--- src/hdl/lgrs_pkg.sv ---
// ----------------------------------------------------------------------------
// lgrs_pkg
// Shared types, constants and the B3/S23 rule for the row stencil.
// ----------------------------------------------------------------------------
package lgrs_pkg;

  localparam int MAX_WIDTH = 64;
  localparam int WIDTH_W   = 7;
  localparam int NCNT_W    = 4;

  localparam logic [WIDTH_W-1:0] GRID_WIDTH_RST = WIDTH_W'(MAX_WIDTH);

  localparam logic [NCNT_W-1:0] SURVIVE_LO = NCNT_W'(2);
  localparam logic [NCNT_W-1:0] BIRTH_CNT  = NCNT_W'(3);

  // bits one cell shows to its two neighbors, already width-masked
  typedef struct packed {
    logic up;   // held row above
    logic mid;  // held middle row
    logic row;  // incoming row
    logic up2;  // row above the incoming row when it is the last one
  } tap_t;

  // per-request control broadcast to every cell
  typedef struct packed {
    logic load;   // request accepted this cycle
    logic clear;  // last row, drop held rows afterwards
    logic mv;     // a middle row is held
  } cell_ctrl_t;

  typedef struct packed {
    logic [MAX_WIDTH-1:0] cells;
    logic                 final_row;
  } res_t;

  function automatic logic life_rule(input logic alive, input logic [NCNT_W-1:0] n);
    life_rule = alive ? (n == SURVIVE_LO || n == BIRTH_CNT) : (n == BIRTH_CNT);
  endfunction

endpackage

--- src/hdl/lgrs_cell.sv ---
// ----------------------------------------------------------------------------
// lgrs_cell
// One grid column: holds its bit of the two held rows and evaluates the rule.
// ----------------------------------------------------------------------------
module lgrs_cell import lgrs_pkg::*; (
  input  logic       clk,
  input  cell_ctrl_t ctrl,
  input  logic       mask_bit,
  input  logic       row_bit,
  input  tap_t       tap_lo,
  input  tap_t       tap_hi,
  output tap_t       tap,
  output logic       nxt_mid,
  output logic       nxt_last
);

  logic              above_r, above_nxt;
  logic              mid_r, mid_nxt;
  logic [NCNT_W-1:0] n_mid, n_last;

  always_comb begin
    tap.up  = above_r & mask_bit;
    tap.mid = mid_r & mask_bit;
    tap.row = row_bit & mask_bit;
    tap.up2 = ctrl.mv & mid_r & mask_bit;
  end

  // neighbors of the held row, and of the incoming row with an empty row below
  assign n_mid  = NCNT_W'($countones({tap_lo.up, tap.up, tap_hi.up,
                                      tap_lo.row, tap.row, tap_hi.row,
                                      tap_lo.mid, tap_hi.mid}));
  assign n_last = NCNT_W'($countones({tap_lo.up2, tap.up2, tap_hi.up2,
                                      tap_lo.row, tap_hi.row}));

  assign nxt_mid  = life_rule(tap.mid, n_mid) & mask_bit;
  assign nxt_last = life_rule(tap.row, n_last) & mask_bit;

  always_comb begin
    above_nxt = above_r;
    mid_nxt   = mid_r;
    if (ctrl.load) begin
      if (ctrl.clear) begin
        above_nxt = 1'b0;
        mid_nxt   = 1'b0;
      end else begin
        above_nxt = ctrl.mv & mid_r;
        mid_nxt   = row_bit & mask_bit;
      end
    end
  end

  always_ff @(posedge clk) begin
    above_r <= above_nxt;
    mid_r   <= mid_nxt;
  end

endmodule

--- src/hdl/lgrs_out_queue.sv ---
// ----------------------------------------------------------------------------
// lgrs_out_queue
// Two-entry result queue; a request may push one or two results at once.
// ----------------------------------------------------------------------------
module lgrs_out_queue import lgrs_pkg::*; (
  input  logic       clk,
  input  logic       rst_n,
  input  logic       push,
  input  logic [1:0] push_n,
  input  res_t       push_0,
  input  res_t       push_1,
  output logic       space,
  output logic       out_valid,
  input  logic       out_ready,
  output res_t       out_res
);

  res_t       q0_r, q0_nxt;
  res_t       q1_r, q1_nxt;
  logic [1:0] cnt_r, cnt_nxt;
  logic       pop;

  assign out_valid = (cnt_r != 2'd0);
  assign pop       = out_valid & out_ready;
  // queue must be empty after this cycle's pop to take a request
  assign space     = (cnt_r == 2'd0) || (cnt_r == 2'd1 && out_ready);
  assign out_res   = q0_r;

  always_comb begin
    q0_nxt  = q0_r;
    q1_nxt  = q1_r;
    cnt_nxt = cnt_r;
    if (push) begin
      q0_nxt  = push_0;
      q1_nxt  = push_1;
      cnt_nxt = push_n;
    end else if (pop) begin
      q0_nxt  = q1_r;
      cnt_nxt = cnt_r - 2'd1;
    end
  end

  always_ff @(posedge clk) begin
    if (!rst_n) begin
      cnt_r <= 2'd0;
    end else begin
      cnt_r <= cnt_nxt;
    end
    q0_r <= q0_nxt;
    q1_r <= q1_nxt;
  end

  a_cnt_range: assert property (@(posedge clk) disable iff (!rst_n)
    cnt_r != 2'd3)
    else $error("result queue count out of range");

  a_no_push_full: assert property (@(posedge clk) disable iff (!rst_n)
    push |-> (cnt_r == 2'd0 || (cnt_r == 2'd1 && pop)))
    else $error("push into occupied queue");

  a_pop_drains: assert property (@(posedge clk) disable iff (!rst_n)
    (pop && !push && cnt_r == 2'd2) |=> (cnt_r == 2'd1 && out_res == $past(q1_r)))
    else $error("second entry lost on pop");

endmodule

--- src/hdl/life_generation_row_stencil.sv ---
// a result is registered in the output queue and appears on out in the cycle after its row request is accepted
// throughput: one row per cycle while the output queue has space; a last row that follows a held row gives two
//   results, which the two-entry output queue drains in turn
// reset: grid width 64, no row held, output queue empty
// ----------------------------------------------------------------------------
// life_generation_row_stencil
// Game of Life B3/S23 generation on a bounded grid, one row per request,
// computed by a row of column cells holding the two previous rows.
// ----------------------------------------------------------------------------
module life_generation_row_stencil import lgrs_pkg::*; (
  input  logic                 clk,
  input  logic                 rst_n,
  input  logic                 cfg_wr_en,
  input  logic [WIDTH_W-1:0]   cfg_wr_data,
  input  logic                 in_valid,
  output logic                 in_ready,
  input  logic [MAX_WIDTH-1:0] in_row_cells,
  input  logic                 in_last_row,
  output logic                 out_valid,
  input  logic                 out_ready,
  output logic [MAX_WIDTH-1:0] out_next_cells,
  output logic                 out_final_row
);

  logic [WIDTH_W-1:0]   width_r, width_nxt;
  logic                 mv_r, mv_nxt;
  logic [MAX_WIDTH-1:0] mask;
  logic [MAX_WIDTH-1:0] gen_mid, gen_last;
  tap_t                 taps [MAX_WIDTH];
  cell_ctrl_t           ctrl;
  logic                 accept;
  logic [1:0]           push_n;
  res_t                 push_0, push_1, out_res;

  assign accept = in_valid & in_ready;

  always_comb begin
    for (int k = 0; k < MAX_WIDTH; k++) begin
      mask[k] = (WIDTH_W'(k) < width_r);
    end
  end

  assign ctrl.load  = accept;
  assign ctrl.clear = in_last_row;
  assign ctrl.mv    = mv_r;

  for (genvar k = 0; k < MAX_WIDTH; k++) begin : g_col
    tap_t t_lo, t_hi;
    if (k == 0) begin : g_lo_edge
      assign t_lo = '0;
    end else begin : g_lo
      assign t_lo = taps[k-1];
    end
    if (k == MAX_WIDTH - 1) begin : g_hi_edge
      assign t_hi = '0;
    end else begin : g_hi
      assign t_hi = taps[k+1];
    end
    lgrs_cell u_cell (
      .clk      (clk),
      .ctrl     (ctrl),
      .mask_bit (mask[k]),
      .row_bit  (in_row_cells[k]),
      .tap_lo   (t_lo),
      .tap_hi   (t_hi),
      .tap      (taps[k]),
      .nxt_mid  (gen_mid[k]),
      .nxt_last (gen_last[k])
    );
  end

  // first result is the held row when there is one, else the last row itself
  always_comb begin
    push_0.cells     = mv_r ? gen_mid : gen_last;
    push_0.final_row = ~mv_r;
    push_1.cells     = gen_last;
    push_1.final_row = 1'b1;
    push_n           = 2'({1'b0, mv_r}) + 2'({1'b0, in_last_row});
  end

  lgrs_out_queue u_queue (
    .clk       (clk),
    .rst_n     (rst_n),
    .push      (accept),
    .push_n    (push_n),
    .push_0    (push_0),
    .push_1    (push_1),
    .space     (in_ready),
    .out_valid (out_valid),
    .out_ready (out_ready),
    .out_res   (out_res)
  );

  assign out_next_cells = out_res.cells;
  assign out_final_row  = out_res.final_row;

  always_comb begin
    width_nxt = cfg_wr_en ? cfg_wr_data : width_r;
    mv_nxt    = mv_r;
    if (accept) begin
      mv_nxt = ~in_last_row;
    end
  end

  always_ff @(posedge clk) begin
    if (!rst_n) begin
      width_r <= GRID_WIDTH_RST;
      mv_r    <= 1'b0;
    end else begin
      width_r <= width_nxt;
      mv_r    <= mv_nxt;
    end
  end

  a_last_ends_grid: assert property (@(posedge clk) disable iff (!rst_n)
    (accept && in_last_row) |=> !mv_r)
    else $error("held row survives the last row");

  a_two_results: assert property (@(posedge clk) disable iff (!rst_n)
    (accept && in_last_row && mv_r) |=> (out_valid && !out_final_row))
    else $error("held row result missing before final row");

  a_first_row_silent: assert property (@(posedge clk) disable iff (!rst_n)
    (accept && !in_last_row && !mv_r) |=> !out_valid)
    else $error("first row produced a result");

endmodule
--- config.mk ---
export PLATFORM = sky130hd
export DESIGN_NAME = life_generation_row_stencil
export DESIGN_NICKNAME = d
export VERILOG_FILES = /design/src/hdl/lgrs_pkg.sv /design/src/hdl/lgrs_cell.sv /design/src/hdl/lgrs_out_queue.sv /design/src/hdl/life_generation_row_stencil.sv
export SDC_FILE = /design/constraint.sdc
export NUM_CORES = 1
export LEC_CHECK = 0
export BUFFER_PORTS_ARGS = -buffer_cell sky130_fd_sc_hd__buf_4
export CAP_MARGIN = 20
export CORE_ASPECT_RATIO = 1.25
export CORE_MARGIN = 3
export CORE_UTILIZATION = 58
export DETAILED_ROUTE_END_ITERATION = 10
export GPL_ROUTABILITY_DRIVEN = 0
export PLACE_DENSITY_LB_ADDON = 0.05
export SLEW_MARGIN = 20
export SYNTH_ARGS = -nofsm -noshare
export SYNTH_HDL_FRONTEND = slang
export SYNTH_SLANG_ARGS = --single-unit
--- constraint.sdc ---
create_clock -name clk -period 7.75 [get_ports clk]
set_input_delay 1.55 -clock clk [delete_from_list [all_inputs] [get_ports clk]]
set_output_delay 1.55 -clock clk [all_outputs]
set_load 0.01 [all_outputs]
==> results of run 1 <==
[cell families after synthesis]
| kind of cell | after synthesis |
|---|---|
| multiplexers | 26 |
| buffers and inverters | 793 |
| AND/OR/NAND/NOR | 890 |
| AO/OA/AOI/OAI | 284 |
| flip-flops | 267 |
| adder cells (fa/ha/maj) | 734 |
| XOR/XNOR | 128 |
[layout make-up]
cell class                      count  share of cell area [%]
Antenna cell                        2                  0.0148
Clock buffer                       49                    2.90
Clock inverter                     12                   0.148
Inverter                          706                    7.86
Multi-Input combinational cell   2062                    59.6
Sequential cell                   267                    23.4
Tap cell                          672                    2.49
Timing Repair Buffer              160                    3.59
[sequential cells by signal (all words and copies together) (netlist names)]
signal                count
u_queue.q1_r             64
width_r                   7
g_col.u_cell.above_r     64
u_queue.out_res          65
mv_r                      1
g_col.u_cell.mid_r       64
u_queue.cnt_r             2
[metrics by stage]
stage               hold slack [ns]  cell area [µm²]  cells  utilization [%]
floorplan                     0.475            31100   3122                -
global placement              0.492            32800   3867             62.1
detailed placement            0.504            32800   3867             62.1
CTS                           0.520            33800   3928             64.0
global route                  0.540            33800   3929             64.0
finish                        0.513            33800   3930             64.0
[path summary, 6_finish.rpt]
path                          from             endpoint  cells after the start
setup reg to reg        width_r[4]  u_queue.out_res[59]                     14
setup / recovery        width_r[4]  u_queue.out_res[59]                     14
hold / removal    u_queue.q1_r[23]  u_queue.out_res[23]                      2
hold reg to reg   u_queue.q1_r[23]  u_queue.out_res[23]                      2
[power groups by stage]
stage | registers (µW) | clock network (µW) | logic (µW)
floorplan | 2160 | 0 | 2810
global placement | 2160 | 0 | 3750
detailed placement | 2160 | 0 | 4030
CTS | 2140 | 1590 | 4050
global route | 2170 | 1640 | 4640
finish | 2140 | 1560 | 4000
[critical path, cell delays in order (launching register included)]
cell and delay [ns]:
dfxtp_2 0.93, and3_1 0.57, a21oi_1 0.24, nor2b_1 0.51, ha_1 0.24, inv_1 0.05
fa_1 0.47, inv_1 0.06, fa_1 0.55, ha_1 0.16, inv_1 0.05, fa_1 0.48
nand4_1 0.10, o22a_1 0.22, o31ai_1 0.27
[layer usage]
metal / part of all wire (%) / vias to the layer above / routed length, µm
met5: 0.035 / - / 29
met4: 4.3 / 4 / 3510
met3: 5.4 / 188 / 4420
met2: 51 / 584 / 41400
met1: 40 / 11300 / 32400
li1: - / 10300 / -
[cell usage after synthesis, drive strengths merged (4+ instances only)]
cell and instances:
inv 706, fa 378, ha 356, nor2 282
edfxtp 257, nand2 211, and2 140, xnor2 121
and3 59, nand4 58, clkbuf 51, a21oi 48
o211ai 46, nand3 44, o21ai 42, buf 36
o22a 35, nor2b 33, o31ai 30, mux2 19
a21o 12, dfxtp 10, nor4b 10, a22o 9
nand2b 9, nor3 9, nor4 9, o22ai 8
mux2i 7, o2111ai 7, xor2 7, a221o 6
a2bb2oi 6, a31oi 6, or2 6, a211oi 5
a211o 4, nand3b 4, o21a 4, or3 4
[cell usage in the layout, fill, tap and decap left out, types with 8 or more instances in the layout]
cell type,n
nand2_1,193
o22ai_1,8
ha_1,356
nor2b_1,33
o31ai_1,30
a21oi_2,11
inv_2,11
a22o_1,9
clkinv_1,8
a21oi_1,36
inv_1,694
o21ai_0,33
nand4_1,58
o22a_1,35
o211ai_1,45
nand2_2,17
and2_1,140
xnor2_1,121
clkbuf_1,11
and3_1,59
fa_1,378
a21o_1,12
clkbuf_16,37
nand3_1,43
mux2_2,17
nor4b_1,8
nor2_1,278
buf_4,159
edfxtp_1,257
==> impl_metrics.yaml, run 1 <==
clocking:
  cts_htree_levels: 2
  cts_buffer_depth: 3
  cts_repair_resize_count: 0
  root_buffer: "clkbuf_16"
  insertion_delay_ns: 0.56
  numClockSinks: 267
  cts_buffers: 34
  cts_tree: "yes"
  clk_pin_slew_worst_paths_ns: 0.06
  cts_setup_buffers: 0
  number_of_buffers_inserted_for_hold_repair_after_clock_tree_synthesis: 0
flow_run:
  drv_cap: 0
synth:
  ys_async_sr_fraction_pct: 0
  synthAdderAreaFrac_pct: 38.6
  synth_area_per_cell_um2: 9.97
  post_synth_mux_area_share_pct: 0.913
  synth_enable_flop_cells: 257
  dominant_synthesized_flop_cell: "edfxtp_1"
  postSynthNetCount: 3933
  cell_type_contributing_the_most_total_cell_area_after_synthesis: "edfxtp_1"
  sequential_to_total_area_share_from_yosys_stat_pct: 25.4
  syn_inst: 3122
  synth_seq_cells: 267
  post_synth_instance_area_um2: 31100
  share_of_the_synthesized_area_in_compound_gates_ao_oa_aoi_oai_pct: 7.06
  post_synthesis_share_of_cell_area_spent_on_and_or_nand_and_nor_gates_pct: 14.4
  yosysTopAreaCellShare_pct: 24.8
  synth_warnings: 0
  synth_top_family_by_area: "adder cells"
  synth_area_leaders: "edfxtp_1 25%, fa_1 24%, ha_1 14%"
  yosys.cell_types.count: 83
  synthXorXnorAreaFrac_pct: 3.60
worst_hold_path:
  timing.hold.worst.class: "register to register"
power_and_ir_drop:
  p_switching_uw: 3210
  pwr-share-comb_pct: 52.0
  power_density_nw_per_um2: 228
  internal_power_uw: 4480
  p_leak_uw: 0.0151
  seq_power_share_pct: 27.8
  fin_total_pwr_uw: 7700
  switching_share_pct: 41.7
  power.clock.fraction_pct: 20.3
  peakVddDrop_mv: 0.191
setup_path:
  timing.setup.critical_path_class: "register to register"
  path_max_fanout: 35
  startpoint_type: "register"
  worstPathRequired_ns: 8.09
  crit_path_end_kind: "register"
  rrSetupSlack_ns: 2.61
  cp_data_arrival_time_ns: 5.48
finish:
  number_of_filler_instances_in_the_final_layout: 4312
  multi_input_comb_area_um2: 20100
  layout-drive-gt1-share_pct: 9.49
  signed_area_change_from_the_synthesized_netlist_to_the_final_layout_pct: 8.65
  sequential_cell_area_um2: 7930
  finish.net_count: 4042
die:
  core_region_area_um2: 52800
  die_ar_um2: 56500
  floorplan.rows: 94
  io_pins: 144
  initial_util_pct: 58.9
  chipWidth_um: 213
  chipHeight_um: 265
timing:
  timing_worst_slew_pin_value_ns: 1.03
  fin_tns_setup_ns: 0
  slew_violations: 0
  setup_viol_count_final: 0
  layout_setup_ws_ns: 2.61
  setup_repair_after_global_routing_missed_its_margin: "no"
  min_period_over_period_pct: 66.3
  finalHoldViolations: 0
  max_slew_margin_pct: 31.3
  final_period_minus_worst_setup_slack_ns: 5.14
  worst_clock_skew_ns: 0.0260
  fmax_ghz: 0.195
global_route:
  first_global_vias: 24600
  global_route.usage.met2_pct: 53.0
  global_route.peak_usage_layer: "met2"
  globalRouteTotalUtil_pct: 30.2
  grt_antenna_before_repair: 4
  grt_util_met3_pct: 4.47
  grt.met1_usage_pct: 37.8
  global_route.overflow_total: 0
  pin_count_of_the_biggest_net_entering_global_routing: 169
  grt_first_pass_wirelength_mm: 133
placed_design:
  port_buffers: 143
  detailedPlacementHpwl_mm: 62.7
  preCtsSetupSlack_ns: 2.72
route:
  detail_route.wirelength_mm: 81.7
  route.detailed.vias_per_inst: 5.70
  drt_first_pass_iters: 5
  vias: 22400
  drcViolationCount: 0
  drt-initial-drc-count: 1435
  route.detailed.wl_per_inst_um: 20.8
  antenna_left: 0
run_status:
  status: "finished, final reports clean"
(Power assumes the default switching activity.)
==> run 2, diff against run 1 <==
ABC_AREA = 1   (was default)
clock period = 4.7 ns   (was 7.75 ns; I/O delays follow)
==> run 2 against run 1 <==
  * Final cell count is 12% higher
  * Wire length is 0.24% higher
  * Global-route usage is 0.21 points lower
  * Largest power group unchanged
  * Fmax is 14% higher
  * First-iteration DRC count is 12% lower
  * Sequential share of layout area is 0.37 points lower
  * Critical path depth is 1 higher
  * Via count is 7.1% higher
==> impl_metrics.yaml, run 2 <==
timing:
  final.hold.worst_slack_ns: 0.518
  fmax_ghz: 0.221
  worst_clock_skew_ns: 0.0191
  min_period_over_period_pct: 96.2
  setup_viol_count_final: 0
  timing_worst_slew_pin_value_ns: 0.962
  slew_violations: 0
  finalHoldViolations: 0
  setup_repair_after_global_routing_missed_its_margin: "no"
  max_slew_margin_pct: 35.9
  final_period_minus_worst_setup_slack_ns: 4.52
setup_path:
  startpoint_type: "register"
  timing.setup.critical_path_class: "register to register"
  cp_data_arrival_time_ns: 4.94
  worstPathRequired_ns: 5.12
  crit_path_end_kind: "register"
  path_max_fanout: 7
clocking:
  cts_setup_buffers: 0
  cts_buffer_depth: 3
  insertion_delay_ns: 0.56
  root_buffer: "clkbuf_16"
  cts_buffers: 36
  cts_repair_resize_count: 0
  cts_tree: "yes"
  cts_htree_levels: 2
  number_of_buffers_inserted_for_hold_repair_after_clock_tree_synthesis: 0
  clk_pin_slew_worst_paths_ns: 0.07
  numClockSinks: 267
synth:
  syn_inst: 3475
  yosysTopAreaCellShare_pct: 25.1
  synth_warnings: 0
  synth_seq_cells: 267
  cell_type_contributing_the_most_total_cell_area_after_synthesis: "edfxtp_1"
  post_synth_instance_area_um2: 30700
  synth_area_leaders: "edfxtp_1 25%, fa_1 25%, ha_1 14%"
  yosysMostFrequentCell: "inv_1"
  dominant_synthesized_flop_cell: "edfxtp_1"
  yosys.cell_types.count: 38
  postSynthNetCount: 4286
  sequential_to_total_area_share_from_yosys_stat_pct: 25.8
  ys_async_sr_fraction_pct: 0
  synth_enable_flop_cells: 257
  ys_top_cells_by_count: "895 x inv_1, 493 x nor2_1, 439 x nand2_1, 378 x fa_1, 356 x ha_1"
  synth_area_per_cell_um2: 8.84
route:
  antenna_left: 0
  route.detailed.vias_per_inst: 5.47
  drt-initial-drc-count: 1257
  vias: 24000
  detail_route.wirelength_mm: 81.9
  drt_first_pass_iters: 5
  drcViolationCount: 0
  route.detailed.wl_per_inst_um: 18.7
finish:
  layout-drive-gt1-share_pct: 9.25
  most_common_cell_after_layout_fill_and_taps_aside: "inv_1"
  signed_area_change_from_the_synthesized_netlist_to_the_final_layout_pct: 11.7
  largest_register_ff_count: 65
  postLayoutCoreUtil_pct: 66.0
  most-common-layout-cells: "894 x inv_1, 492 x nor2_1, 437 x nand2_1, 378 x fa_1, 356 x ha_1"
  finish.net_count: 4503
global_route:
  globalRouteTotalUtil_pct: 30.0
  grt_antenna_before_repair: 4
  grt_first_pass_wirelength_mm: 132
  pin_count_of_the_biggest_net_entering_global_routing: 116
  grt_util_met3_pct: 4.51
  global_route.usage.met2_pct: 52.6
  first_global_vias: 25900
  grt.met1_usage_pct: 36.6
  global_route.peak_usage_layer: "met2"
  global_route.overflow_total: 0
placed_design:
  port_buffers: 143
  detailedPlacementHpwl_mm: 62.8
die:
  floorplan.rows: 93
  io_pins: 144
  initial_util_pct: 59.1
  die_ar_um2: 55800
  core_region_area_um2: 52000
  chipHeight_um: 263
  chipWidth_um: 212
power_and_ir_drop:
  power_density_nw_per_um2: 487
  p_leak_uw: 0.0168
  peakVddDrop_mv: 0.274
run_status:
  status: "finished, final reports clean"
worst_hold_path:
  timing.hold.worst.class: "register to register"
flow_run:
  drv_cap: 0
## run 2: cell families (layout without fill, tap and decap cells)
group / after synthesis / after routing / share of synthesized area [%]
adders and majority gates: 734 / 734 / 39.1
AOI/OAI and AO/OA: 212 / 212 / 4.13
and+or+nand+nor: 1192 / 1192 / 16.2
other: 0 / 2 / 0
buffers and inverters: 967 / 1209 / 11.8
xor gates and xnor gates: 103 / 103 / 2.94
DFF: 267 / 267 / 25.8
## run 2: through the flow
stage          TNS (ns)  cell area [µm²]  instances  worst slack, ns  total power (µW)
2_1_floorplan   -0.0385            30700       3475          -0.0385             10900
6_report              0            34300       4384            0.180             16700
5_1_grt               0            34300       4382           0.0279             18500
3_5_place_dp          0            33200       4319           0.0505             14100
3_3_place_gp          0            33200       4319            0.203             13400
4_1_cts               0            34300       4382           0.0217             16900
## run 2: final timing paths
kind,startpoint,end,slack (ns),cells after the start
max reg2reg,width_r[2],u_queue.out_res[32],0.18,15
min reg2reg,u_queue.q1_r[49],u_queue.out_res[49],0.52,2
min,u_queue.q1_r[49],u_queue.out_res[49],0.52,2
max,width_r[2],u_queue.out_res[32],0.18,15
## run 2: report_power, final
part / switching [µW] / leakage, µW / internal (µW)
sequential: 334 / 0.00261 / 3760
clock: 1160 / 0.000553 / 1560
combinational: 6020 / 0.0136 / 3910
## run 2: worst max-delay path, cell delays in order (launching register included)
cell     delay [ns]
dfxtp_1        0.46
nand3_1        0.28
buf_4          0.24
o21ai_1        0.23
nand2_1        0.25
inv_1          0.26
nand2_1        0.13
fa_1           0.51
inv_1          0.05
fa_1           0.54
ha_1           0.16
inv_1          0.06
fa_1           0.48
nand3_1        0.07
o21ai_0        0.45
o211a_1        0.23
## run 2: metal layers
layer / share of wire, % / vias up
met5: 0.034 / -
met4: 4.7 / 4
met3: 5.5 / 220
met2: 51 / 708
met1: 39 / 11900
li1: - / 11100
## run 2: cell type report
| cell class | count | area [µm²] |
|---|---|---|
| diodes | 2 | 5.00 |
| clock buffers | 48 | 1010 |
| clock inverters | 15 | 100 |
| fillers | 4309 | 17700 |
| inverters | 909 | 3430 |
| multi-input cells | 2241 | 19200 |
| flip-flops and latches | 267 | 7920 |
| well taps | 665 | 832 |
| repair buffers | 237 | 1830 |
